File: src/rtl/ipds_pkg.sv
// Shared constants, types and helpers for the integer PLL divider search.
// Used by every module of the block; depends on nothing else.
`default_nettype none

package ipds_pkg;

    // Search ranges
    localparam int MULT_MIN = 25;
    localparam int MULT_MAX = 36;
    localparam int DIV_MIN  = 8;
    localparam int DIV_MAX  = 127;

    // Field widths
    localparam int XTAL_W     = 26;
    localparam int VCO_LIM_W  = 31;
    localparam int TARGET_W   = 28;
    localparam int MULT_OUT_W = 6;
    localparam int DIV_OUT_W  = 7;
    localparam int P1_W       = 18;

    // Internal widths
    localparam int MULT_W = $clog2(MULT_MAX + 1);
    localparam int DIV_W  = $clog2(DIV_MAX + 1);
    localparam int VCO_W  = XTAL_W + MULT_W;
    localparam int NUM_W  = VCO_W + 1;
    localparam int CNT_W  = $clog2(NUM_W + 1);

    // Register port
    localparam int ADDR_W = 4;
    localparam int DATA_W = 32;

    localparam logic [XTAL_W-1:0]    XTAL_RST    = XTAL_W'(25000000);
    localparam logic [VCO_LIM_W-1:0] VCO_MIN_RST = VCO_LIM_W'(600000000);
    localparam logic [VCO_LIM_W-1:0] VCO_MAX_RST = VCO_LIM_W'(900000000);

    typedef enum logic [1:0] {
        REG_XTAL    = 2'd0,
        REG_VCO_MIN = 2'd1,
        REG_VCO_MAX = 2'd2
    } reg_idx_t;

    typedef enum logic [2:0] {
        S_IDLE,
        S_MUL,
        S_CHK,
        S_DIV,
        S_WAIT,
        S_EVAL,
        S_DONE
    } state_t;

    typedef struct packed {
        logic init;
        logic mul;
        logic first_div;
        logic next_div;
        logic next_mult;
        logic div_start;
        logic eval;
    } cmd_t;

    typedef struct packed {
        logic target_zero;
        logic vco_ok;
        logic last_div;
        logic last_mult;
        logic div_busy;
        logic div_done;
        logic hit;
    } sts_t;

    // Packed P1 word: 128*a - 512, floored at zero
    function automatic logic [P1_W-1:0] pack_p1(input logic [11:0] a);
        logic [18:0] v;
        v = {a, 7'b0};
        return (v >= 19'd512) ? P1_W'(v - 19'd512) : '0;
    endfunction

endpackage

`default_nettype wire

File: src/rtl/ipds_div.sv
// Restoring divider, one quotient bit per cycle, for the rounded output frequency.
// Depends on ipds_pkg for widths.
`default_nettype none

module ipds_div (
    input  wire logic                          clk,
    input  wire logic                          rst_n,
    input  wire logic                          start,
    input  wire logic [ipds_pkg::NUM_W-1:0]    dividend,
    input  wire logic [ipds_pkg::DIV_W-1:0]    divisor,
    output logic                               busy,
    output logic                               done,
    output logic [ipds_pkg::NUM_W-1:0]         quot,
    output logic [ipds_pkg::DIV_W-1:0]         rem
);

    logic                          busy_reg, busy_next;
    logic                          done_reg, done_next;
    logic [ipds_pkg::CNT_W-1:0]    cnt_reg, cnt_next;
    logic [ipds_pkg::NUM_W-1:0]    sh_reg, sh_next;
    logic [ipds_pkg::DIV_W-1:0]    rem_reg, rem_next;
    logic [ipds_pkg::DIV_W-1:0]    dvs_reg, dvs_next;
    logic [ipds_pkg::DIV_W:0]      trial;
    logic [ipds_pkg::DIV_W:0]      diff;
    logic                          ge;

    assign trial = {rem_reg, sh_reg[ipds_pkg::NUM_W-1]};
    assign ge    = trial >= {1'b0, dvs_reg};
    assign diff  = trial - {1'b0, dvs_reg};

    always_comb
    begin
        busy_next = busy_reg;
        done_next = 1'b0;
        cnt_next  = cnt_reg;
        sh_next   = sh_reg;
        rem_next  = rem_reg;
        dvs_next  = dvs_reg;
        if (start)
        begin
            busy_next = 1'b1;
            cnt_next  = ipds_pkg::CNT_W'(ipds_pkg::NUM_W);
            sh_next   = dividend;
            rem_next  = '0;
            dvs_next  = divisor;
        end
        else if (busy_reg)
        begin
            // shift out next dividend bit, shift in quotient bit
            sh_next  = {sh_reg[ipds_pkg::NUM_W-2:0], ge};
            rem_next = ge ? diff[ipds_pkg::DIV_W-1:0] : trial[ipds_pkg::DIV_W-1:0];
            cnt_next = cnt_reg - ipds_pkg::CNT_W'(1);
            if (cnt_reg == ipds_pkg::CNT_W'(1))
            begin
                busy_next = 1'b0;
                done_next = 1'b1;
            end
        end
    end

    always_ff @(posedge clk or negedge rst_n)
    begin
        if (!rst_n)
        begin
            busy_reg <= 1'b0;
            done_reg <= 1'b0;
            cnt_reg  <= '0;
        end
        else
        begin
            busy_reg <= busy_next;
            done_reg <= done_next;
            cnt_reg  <= cnt_next;
        end
    end

    always_ff @(posedge clk)
    begin
        sh_reg  <= sh_next;
        rem_reg <= rem_next;
        dvs_reg <= dvs_next;
    end

    assign busy = busy_reg;
    assign done = done_reg;
    assign quot = sh_reg;
    assign rem  = rem_reg;

endmodule

`default_nettype wire

File: src/rtl/ipds_datapath.sv
// Search datapath: multiplier and divider counters, VCO product, best-pair registers.
// Depends on ipds_pkg and ipds_div.
`default_nettype none

module ipds_datapath (
    input  wire logic                              clk,
    input  wire logic                              rst_n,
    input  wire ipds_pkg::cmd_t                    cmd,
    output ipds_pkg::sts_t                         sts,
    input  wire logic [ipds_pkg::XTAL_W-1:0]       xtal,
    input  wire logic [ipds_pkg::VCO_LIM_W-1:0]    vco_min,
    input  wire logic [ipds_pkg::VCO_LIM_W-1:0]    vco_max,
    input  wire logic [ipds_pkg::TARGET_W-1:0]     target_in,
    input  wire logic                              mode_in,
    output logic                                   found,
    output logic [ipds_pkg::MULT_OUT_W-1:0]        pll_mult,
    output logic [ipds_pkg::DIV_OUT_W-1:0]         ms_div,
    output logic [ipds_pkg::TARGET_W-1:0]          achieved_freq,
    output logic [ipds_pkg::P1_W-1:0]              pll_p1,
    output logic [ipds_pkg::P1_W-1:0]              ms_p1
);

    logic [ipds_pkg::TARGET_W-1:0]  target_reg, target_next;
    logic                           nearest_reg, nearest_next;
    logic [ipds_pkg::MULT_W-1:0]    n_reg, n_next;
    logic [ipds_pkg::DIV_W-1:0]     m_reg, m_next;
    logic [ipds_pkg::VCO_W-1:0]     vco_reg, vco_next;
    logic                           found_reg, found_next;
    logic [ipds_pkg::MULT_W-1:0]    best_n_reg, best_n_next;
    logic [ipds_pkg::DIV_W-1:0]     best_m_reg, best_m_next;
    logic [ipds_pkg::NUM_W-1:0]     best_act_reg, best_act_next;
    logic [ipds_pkg::NUM_W-1:0]     best_err_reg, best_err_next;

    logic [ipds_pkg::NUM_W-1:0]     dividend;
    logic [ipds_pkg::NUM_W-1:0]     quot;
    logic [ipds_pkg::DIV_W-1:0]     rem;
    logic [ipds_pkg::NUM_W-1:0]     tgt_ext;
    logic [ipds_pkg::NUM_W-1:0]     err;
    logic                           div_busy;
    logic                           div_done;
    logic                           hit;
    logic                           better;

    // vco + m/2, rounded division
    assign dividend = ipds_pkg::NUM_W'(vco_reg) + ipds_pkg::NUM_W'(m_reg >> 1);

    ipds_div u_div (
        .clk      (clk),
        .rst_n    (rst_n),
        .start    (cmd.div_start),
        .dividend (dividend),
        .divisor  (m_reg),
        .busy     (div_busy),
        .done     (div_done),
        .quot     (quot),
        .rem      (rem)
    );

    assign tgt_ext = ipds_pkg::NUM_W'(target_reg);
    assign err     = (quot > tgt_ext) ? (quot - tgt_ext) : (tgt_ext - quot);
    // remainder of the rounded division equals m/2 exactly when m divides vco
    assign hit     = !nearest_reg && (rem == (m_reg >> 1)) && (quot == tgt_ext);
    assign better  = nearest_reg && (!found_reg || (err < best_err_reg));

    always_comb
    begin
        target_next   = target_reg;
        nearest_next  = nearest_reg;
        n_next        = n_reg;
        m_next        = m_reg;
        vco_next      = vco_reg;
        found_next    = found_reg;
        best_n_next   = best_n_reg;
        best_m_next   = best_m_reg;
        best_act_next = best_act_reg;
        best_err_next = best_err_reg;
        if (cmd.init)
        begin
            target_next   = target_in;
            nearest_next  = mode_in;
            n_next        = ipds_pkg::MULT_W'(ipds_pkg::MULT_MIN);
            found_next    = 1'b0;
            best_n_next   = '0;
            best_m_next   = '0;
            best_act_next = '0;
            best_err_next = '0;
        end
        if (cmd.mul)
        begin
            vco_next = ipds_pkg::VCO_W'(xtal) * ipds_pkg::VCO_W'(n_reg);
        end
        if (cmd.first_div)
        begin
            m_next = ipds_pkg::DIV_W'(ipds_pkg::DIV_MIN);
        end
        if (cmd.next_div)
        begin
            m_next = m_reg + ipds_pkg::DIV_W'(2);
        end
        if (cmd.next_mult)
        begin
            n_next = n_reg + ipds_pkg::MULT_W'(1);
        end
        if (cmd.eval && (hit || better))
        begin
            found_next    = 1'b1;
            best_n_next   = n_reg;
            best_m_next   = m_reg;
            best_act_next = quot;
            best_err_next = err;
        end
    end

    always_ff @(posedge clk or negedge rst_n)
    begin
        if (!rst_n)
        begin
            found_reg <= 1'b0;
        end
        else
        begin
            found_reg <= found_next;
        end
    end

    always_ff @(posedge clk)
    begin
        target_reg   <= target_next;
        nearest_reg  <= nearest_next;
        n_reg        <= n_next;
        m_reg        <= m_next;
        vco_reg      <= vco_next;
        best_n_reg   <= best_n_next;
        best_m_reg   <= best_m_next;
        best_act_reg <= best_act_next;
        best_err_reg <= best_err_next;
    end

    always_comb
    begin
        sts.target_zero = (target_reg == '0);
        sts.vco_ok      = (vco_reg >= ipds_pkg::VCO_W'(vco_min))
                          && (vco_reg <= ipds_pkg::VCO_W'(vco_max));
        sts.last_div    = (m_reg > ipds_pkg::DIV_W'(ipds_pkg::DIV_MAX - 2));
        sts.last_mult   = (n_reg == ipds_pkg::MULT_W'(ipds_pkg::MULT_MAX));
        sts.div_busy    = div_busy;
        sts.div_done    = div_done;
        sts.hit         = hit;
    end

    // saturate the achieved frequency to its field
    assign found         = found_reg;
    assign pll_mult      = ipds_pkg::MULT_OUT_W'(best_n_reg);
    assign ms_div        = ipds_pkg::DIV_OUT_W'(best_m_reg);
    assign achieved_freq = (best_act_reg > ipds_pkg::NUM_W'({ipds_pkg::TARGET_W{1'b1}}))
                           ? {ipds_pkg::TARGET_W{1'b1}}
                           : ipds_pkg::TARGET_W'(best_act_reg);
    assign pll_p1        = ipds_pkg::pack_p1(12'(best_n_reg));
    assign ms_p1         = ipds_pkg::pack_p1(12'(best_m_reg));

endmodule

`default_nettype wire

File: src/rtl/ipds_ctrl.sv
// Search sequencer: walks multipliers and dividers, drives datapath commands.
// Depends on ipds_pkg.
`default_nettype none

module ipds_ctrl (
    input  wire logic               clk,
    input  wire logic               rst_n,
    input  wire logic               start,
    input  wire ipds_pkg::sts_t     sts,
    output ipds_pkg::cmd_t          cmd,
    output logic                    busy,
    output logic                    done
);

    ipds_pkg::state_t state_reg, state_next;

    always_ff @(posedge clk or negedge rst_n)
    begin
        if (!rst_n)
        begin
            state_reg <= ipds_pkg::S_IDLE;
        end
        else
        begin
            state_reg <= state_next;
        end
    end

    always_comb
    begin
        state_next = state_reg;
        cmd        = '0;
        unique case (state_reg)
            ipds_pkg::S_IDLE:
            begin
                if (start)
                begin
                    cmd.init   = 1'b1;
                    state_next = ipds_pkg::S_MUL;
                end
            end
            ipds_pkg::S_MUL:
            begin
                cmd.mul = 1'b1;
                if (sts.target_zero)
                begin
                    state_next = ipds_pkg::S_DONE;
                end
                else
                begin
                    state_next = ipds_pkg::S_CHK;
                end
            end
            ipds_pkg::S_CHK:
            begin
                // skip a multiplier whose VCO lies outside the window
                if (sts.vco_ok)
                begin
                    cmd.first_div = 1'b1;
                    state_next    = ipds_pkg::S_DIV;
                end
                else if (sts.last_mult)
                begin
                    state_next = ipds_pkg::S_DONE;
                end
                else
                begin
                    cmd.next_mult = 1'b1;
                    state_next    = ipds_pkg::S_MUL;
                end
            end
            ipds_pkg::S_DIV:
            begin
                cmd.div_start = 1'b1;
                state_next    = ipds_pkg::S_WAIT;
            end
            ipds_pkg::S_WAIT:
            begin
                if (sts.div_done)
                begin
                    state_next = ipds_pkg::S_EVAL;
                end
            end
            ipds_pkg::S_EVAL:
            begin
                cmd.eval = 1'b1;
                if (sts.hit)
                begin
                    state_next = ipds_pkg::S_DONE;
                end
                else if (!sts.last_div)
                begin
                    cmd.next_div = 1'b1;
                    state_next   = ipds_pkg::S_DIV;
                end
                else if (sts.last_mult)
                begin
                    state_next = ipds_pkg::S_DONE;
                end
                else
                begin
                    cmd.next_mult = 1'b1;
                    state_next    = ipds_pkg::S_MUL;
                end
            end
            ipds_pkg::S_DONE:
            begin
                state_next = ipds_pkg::S_IDLE;
            end
            default:
            begin
                state_next = ipds_pkg::S_IDLE;
            end
        endcase
    end

    assign busy = (state_reg != ipds_pkg::S_IDLE);
    assign done = (state_reg == ipds_pkg::S_DONE);

    a_done_single: assert property (@(posedge clk) disable iff (!rst_n)
        done |=> !done)
        else $error("result strobe held for more than one cycle");

    a_start_busy: assert property (@(posedge clk) disable iff (!rst_n)
        (start && !busy) |=> busy)
        else $error("accepted word did not start a search");

    a_div_runs: assert property (@(posedge clk) disable iff (!rst_n)
        cmd.div_start |=> (sts.div_busy && state_reg == ipds_pkg::S_WAIT))
        else $error("divider not running after start");

    a_eval_after_div: assert property (@(posedge clk) disable iff (!rst_n)
        (state_reg == ipds_pkg::S_EVAL) |-> $past(sts.div_done))
        else $error("evaluation without a finished division");

endmodule

`default_nettype wire

File: src/rtl/integer_pll_divider_search.sv
// Top level: register port, sequencer and search datapath.
// Each multiplier/divider pair is issued, run through the 33-step divider and compared,
// after a VCO product and window check per multiplier; a full search walks 12 x 60
// pairs before the result strobe; a zero target strobes it from the product state.
// One word at a time: busy holds start off until the cycle after the one-cycle result
// strobe, which cannot be stalled. Reset (rst_n, async low) idles the sequencer and
// loads xtal 25 MHz, VCO window 600 to 900 MHz.
`default_nettype none

module integer_pll_divider_search (
    input  wire logic                                 clk,
    input  wire logic                                 rst_n,
    input  wire logic                                 psel,
    input  wire logic                                 penable,
    input  wire logic                                 pwrite,
    input  wire logic [ipds_pkg::ADDR_W-1:0]          paddr,
    input  wire logic [ipds_pkg::DATA_W-1:0]          pwdata,
    output logic [ipds_pkg::DATA_W-1:0]               prdata,
    output logic                                      pready,
    input  wire logic                                 start,
    output logic                                      busy,
    input  wire logic [ipds_pkg::TARGET_W-1:0]        target_freq,
    input  wire logic                                 mode,
    output logic                                      done,
    output logic                                      found,
    output logic [ipds_pkg::MULT_OUT_W-1:0]           pll_mult,
    output logic [ipds_pkg::DIV_OUT_W-1:0]            ms_div,
    output logic [ipds_pkg::TARGET_W-1:0]             achieved_freq,
    output logic [ipds_pkg::P1_W-1:0]                 pll_p1,
    output logic [ipds_pkg::P1_W-1:0]                 ms_p1
);

    logic [ipds_pkg::XTAL_W-1:0]     xtal_reg, xtal_next;
    logic [ipds_pkg::VCO_LIM_W-1:0]  vco_min_reg, vco_min_next;
    logic [ipds_pkg::VCO_LIM_W-1:0]  vco_max_reg, vco_max_next;
    logic                            wr_en;
    ipds_pkg::reg_idx_t              idx;
    ipds_pkg::cmd_t                  cmd;
    ipds_pkg::sts_t                  sts;
    logic                            ctrl_busy;

    assign pready = 1'b1;
    assign wr_en  = psel && penable && pwrite;
    assign idx    = ipds_pkg::reg_idx_t'(paddr[3:2]);

    always_comb
    begin
        xtal_next    = xtal_reg;
        vco_min_next = vco_min_reg;
        vco_max_next = vco_max_reg;
        prdata       = '0;
        unique case (idx)
            ipds_pkg::REG_XTAL:
            begin
                prdata = ipds_pkg::DATA_W'(xtal_reg);
                if (wr_en)
                begin
                    xtal_next = pwdata[ipds_pkg::XTAL_W-1:0];
                end
            end
            ipds_pkg::REG_VCO_MIN:
            begin
                prdata = ipds_pkg::DATA_W'(vco_min_reg);
                if (wr_en)
                begin
                    vco_min_next = pwdata[ipds_pkg::VCO_LIM_W-1:0];
                end
            end
            ipds_pkg::REG_VCO_MAX:
            begin
                prdata = ipds_pkg::DATA_W'(vco_max_reg);
                if (wr_en)
                begin
                    vco_max_next = pwdata[ipds_pkg::VCO_LIM_W-1:0];
                end
            end
            default:
            begin
                // address beyond the register list: drop the write
                prdata = '0;
            end
        endcase
    end

    always_ff @(posedge clk or negedge rst_n)
    begin
        if (!rst_n)
        begin
            xtal_reg    <= ipds_pkg::XTAL_RST;
            vco_min_reg <= ipds_pkg::VCO_MIN_RST;
            vco_max_reg <= ipds_pkg::VCO_MAX_RST;
        end
        else
        begin
            xtal_reg    <= xtal_next;
            vco_min_reg <= vco_min_next;
            vco_max_reg <= vco_max_next;
        end
    end

    ipds_ctrl u_ctrl (
        .clk   (clk),
        .rst_n (rst_n),
        .start (start),
        .sts   (sts),
        .cmd   (cmd),
        .busy  (ctrl_busy),
        .done  (done)
    );

    assign busy = ctrl_busy;

    ipds_datapath u_dp (
        .clk           (clk),
        .rst_n         (rst_n),
        .cmd           (cmd),
        .sts           (sts),
        .xtal          (xtal_reg),
        .vco_min       (vco_min_reg),
        .vco_max       (vco_max_reg),
        .target_in     (target_freq),
        .mode_in       (mode),
        .found         (found),
        .pll_mult      (pll_mult),
        .ms_div        (ms_div),
        .achieved_freq (achieved_freq),
        .pll_p1        (pll_p1),
        .ms_p1         (ms_p1)
    );

endmodule

`default_nettype wire
File: config.mk
export PLATFORM = sky130hd
export DESIGN_NAME = integer_pll_divider_search
export DESIGN_NICKNAME = d
export VERILOG_FILES = /design/src/rtl/ipds_pkg.sv /design/src/rtl/ipds_div.sv /design/src/rtl/ipds_datapath.sv /design/src/rtl/ipds_ctrl.sv /design/src/rtl/integer_pll_divider_search.sv
export SDC_FILE = /design/constraint.sdc
export NUM_CORES = 1
export LEC_CHECK = 0
export BUFFER_PORTS_ARGS = -buffer_cell sky130_fd_sc_hd__buf_2
export CORE_AREA = 2 2 245 199
export DETAILED_ROUTE_END_ITERATION = 12
export DIE_AREA = 0 0 247 201
export PLACE_DENSITY = 0.77
export RECOVER_POWER = 25
export SLEW_MARGIN = 20
export SYNTH_ARGS = -nofsm -noshare
export SYNTH_HDL_FRONTEND = slang
export SYNTH_HIERARCHICAL = 1
export SYNTH_SLANG_ARGS = --single-unit
File: constraint.sdc
create_clock -name clk -period 8.25 [get_ports clk]
set_clock_uncertainty 0.05 [all_clocks]
set_input_delay 0.825 -clock clk [delete_from_list [all_inputs] [get_ports clk]]
set_output_delay 0.825 -clock clk [all_outputs]
set_load 0.01 [all_outputs]
==> run_results.csv <==
group,metric,value,unit
worst_setup_path,arrival,6.54,ns
routing,vias,18700,
clock_tree,cts.sink_count,298,
logic_synthesis,postSynthAreaPerCell,9.840,µm²
logic_synthesis,netlist_area,24320,µm²
job,cap_violations,4,
floorplanning,start_util,51.23,%
worst_setup_path,endpoint_kind,"flop",
timing,period_share,77.23,%
floorplanning,dieHeight,201,µm
routing,avgViaCountPerCell,5.776,
clock_tree,post_cts_buffers,0,
worst_setup_path,required,8.41,ns
clock_tree,clk_pin_slew,0.06,ns
timing,slew_violations,198,
place,pre_cts_slack,1.908,ns
worst_setup_path,reg2reg_to,"u_dp/best_act_reg[15]",
layout,seqCellArea,8421,µm²
worst_setup_path,cp_max_fo,42,
worst_setup_path,worstRegToRegCells,19,
worst_setup_path,r2r_start,"u_dp/u_div/quot[13]",
place,dp_hpwl,49740,µm
worst_setup_path,crit_type,"reg -> reg",
floorplanning,die_w,247,µm
floorplanning,dieArea,49650,µm²
clock_tree,cts_tree,"done",
timing,fmax,157.0,MHz
routing,ant_nets,0,
layout,final_nets,2968,
routing,wirelength,65060,µm
grt,grt_max_degree,82,
timing,slew_headroom,-123.0,%
layout,layout_common_cells,"298 x inv_1, 247 x nand2_1, 212 x ha_1",
timing,tightest_slew,3.345,ns
place,place_congestion,0.9628,
clock_tree,clock_latency,0.55,ns
grt,track_usage,26.30,%
timing,rsz0062_at_grt,"false",
routing,route.detailed.drc,0,
routing,routedWlPerCell,20.09,µm
routing,drt_first_iter_violations,1677,
worst_setup_path,cp-start-kind,"flop",
layout,layout_commonest_cell,"inv_1",
hold_path,hp-start,"target_freq[8]",
grt,antenna_found_initial,0,
timing,fin_crit,6.371,ns
floorplanning,core,47480,µm²
layout,multi_input_area,14190,µm²
clock_tree,cts_root_buffer,"clkbuf_16",
logic_synthesis,ys_warn_count,6,
clock_tree,cts_resized,0,
timing,tns,0,ns
worst_setup_path,reg2reg_setup_slack,1.88,ns
clock_tree,cts-buffers-inserted,34,
clock_tree,clockBufferDepth,3,
outcome,status,"complete, but fails checks",
floorplanning,io_pins,184,
logic_synthesis,postSynthCellCount,2472,
place,portBuffers,162,
clock_tree,cts_hold_buf,0,
grt,grt_pass1_wl,102600,µm
grt,grt_pass1_vias,18800,
layout,diodes,0,
timing,setup_violations,0,
outcome,violations,"max-capacitance violations, max-slew violations",
hold_path,min_to,"u_dp/target_reg[8]",
floorplanning,fp-row-count,72,
timing,final_hold_viol_count,0,
clock_tree,h-tree-depth,2,
grt,gr-total-overflow,0,
hold_path,holdPathStages,1,
hold_path,hp-class,"in -> reg",
layout,final_layout_size_suffix_gt1_share,16.40,%
layout,fillers,4006,
layout,areaGrowthSynthToFinish,9.244,%
timing,finalWorstSetupSlack,1.879,ns
routing,dr.pass1.iters,7,
-- routing by layer --
metal  vias up  wire [µm]  part of all wire, %  global-route usage [%]
li1       8708          -                    -                       -
met1      9172      28360                   44                   36.31
met4         0       1876                  2.9                   8.498
met5         -          0                    0                       0
met2       700      29890                   46                   42.23
met3       122       4930                  7.6                   4.318
-- area by class of cell --
type                    instances  share of cell area [%]
multi-input cells            1770                   53.39
flip-flops and latches        298                   31.69
inverters                     299                   4.224
clock buffers                  52                   3.951
repair buffers                181                   3.574
well taps                     629                   2.962
clock inverters                 9                  0.2072
-- how the worst max path moves through the flow --
stage | startpoint | endpoint | slack, ns | cells past startpoint
2_1_floorplan | u_dp/target_reg[1] | u_dp/best_act_reg[0] | 1.52 | 20
5_1_grt | u_dp/target_reg[26] | u_dp/best_act_reg[15] | 1.47 | 20
3_5_place_dp | u_dp/u_div/quot[13] | u_dp/best_act_reg[16] | 1.91 | 19
3_3_place_gp | u_dp/u_div/quot[13] | u_dp/best_act_reg[5] | 1.99 | 19
6_report | u_dp/u_div/quot[13] | u_dp/best_act_reg[15] | 1.88 | 19
4_1_cts | u_dp/u_div/quot[13] | u_dp/best_act_reg[15] | 1.88 | 19
-- critical path, stage by stage, from the launching register on --
cell      delay, ns
edfxtp_1       0.44
ha_1           0.55
nand4_1        0.20
nor3_2         0.49
nand4_1        0.27
nor2b_1        0.26
o21a_4         0.19
nor2_8         0.36
mux2i_1        0.26
xor2_1         0.39
ha_1           0.33
a21o_1         0.16
a21o_1         0.17
a221oi_1       0.24
a21oi_1        0.14
o31ai_1        0.44
nand3_1        0.15
nand2_2        0.10
nand2b_4       0.48
buf_12         0.31
-- stage by stage --
stage / utilization (%) / hold WS (ns) / std cells / area, µm²
after global routing: 55.97 / 0.3900 / 3238 / 26570
after CTS: 56.01 / 0.2003 / 3238 / 26590
final: 55.97 / 0.4012 / 3238 / 26570
after global placement: 53.68 / 0.4641 / 3177 / 25490
after detailed placement: 53.68 / 0.4686 / 3177 / 25490
after floorplan: - / 0.4517 / 2488 / 24380
Power is not shown: default switching activity piles up to over one toggle a cycle in this logic, so the estimate is an artifact.
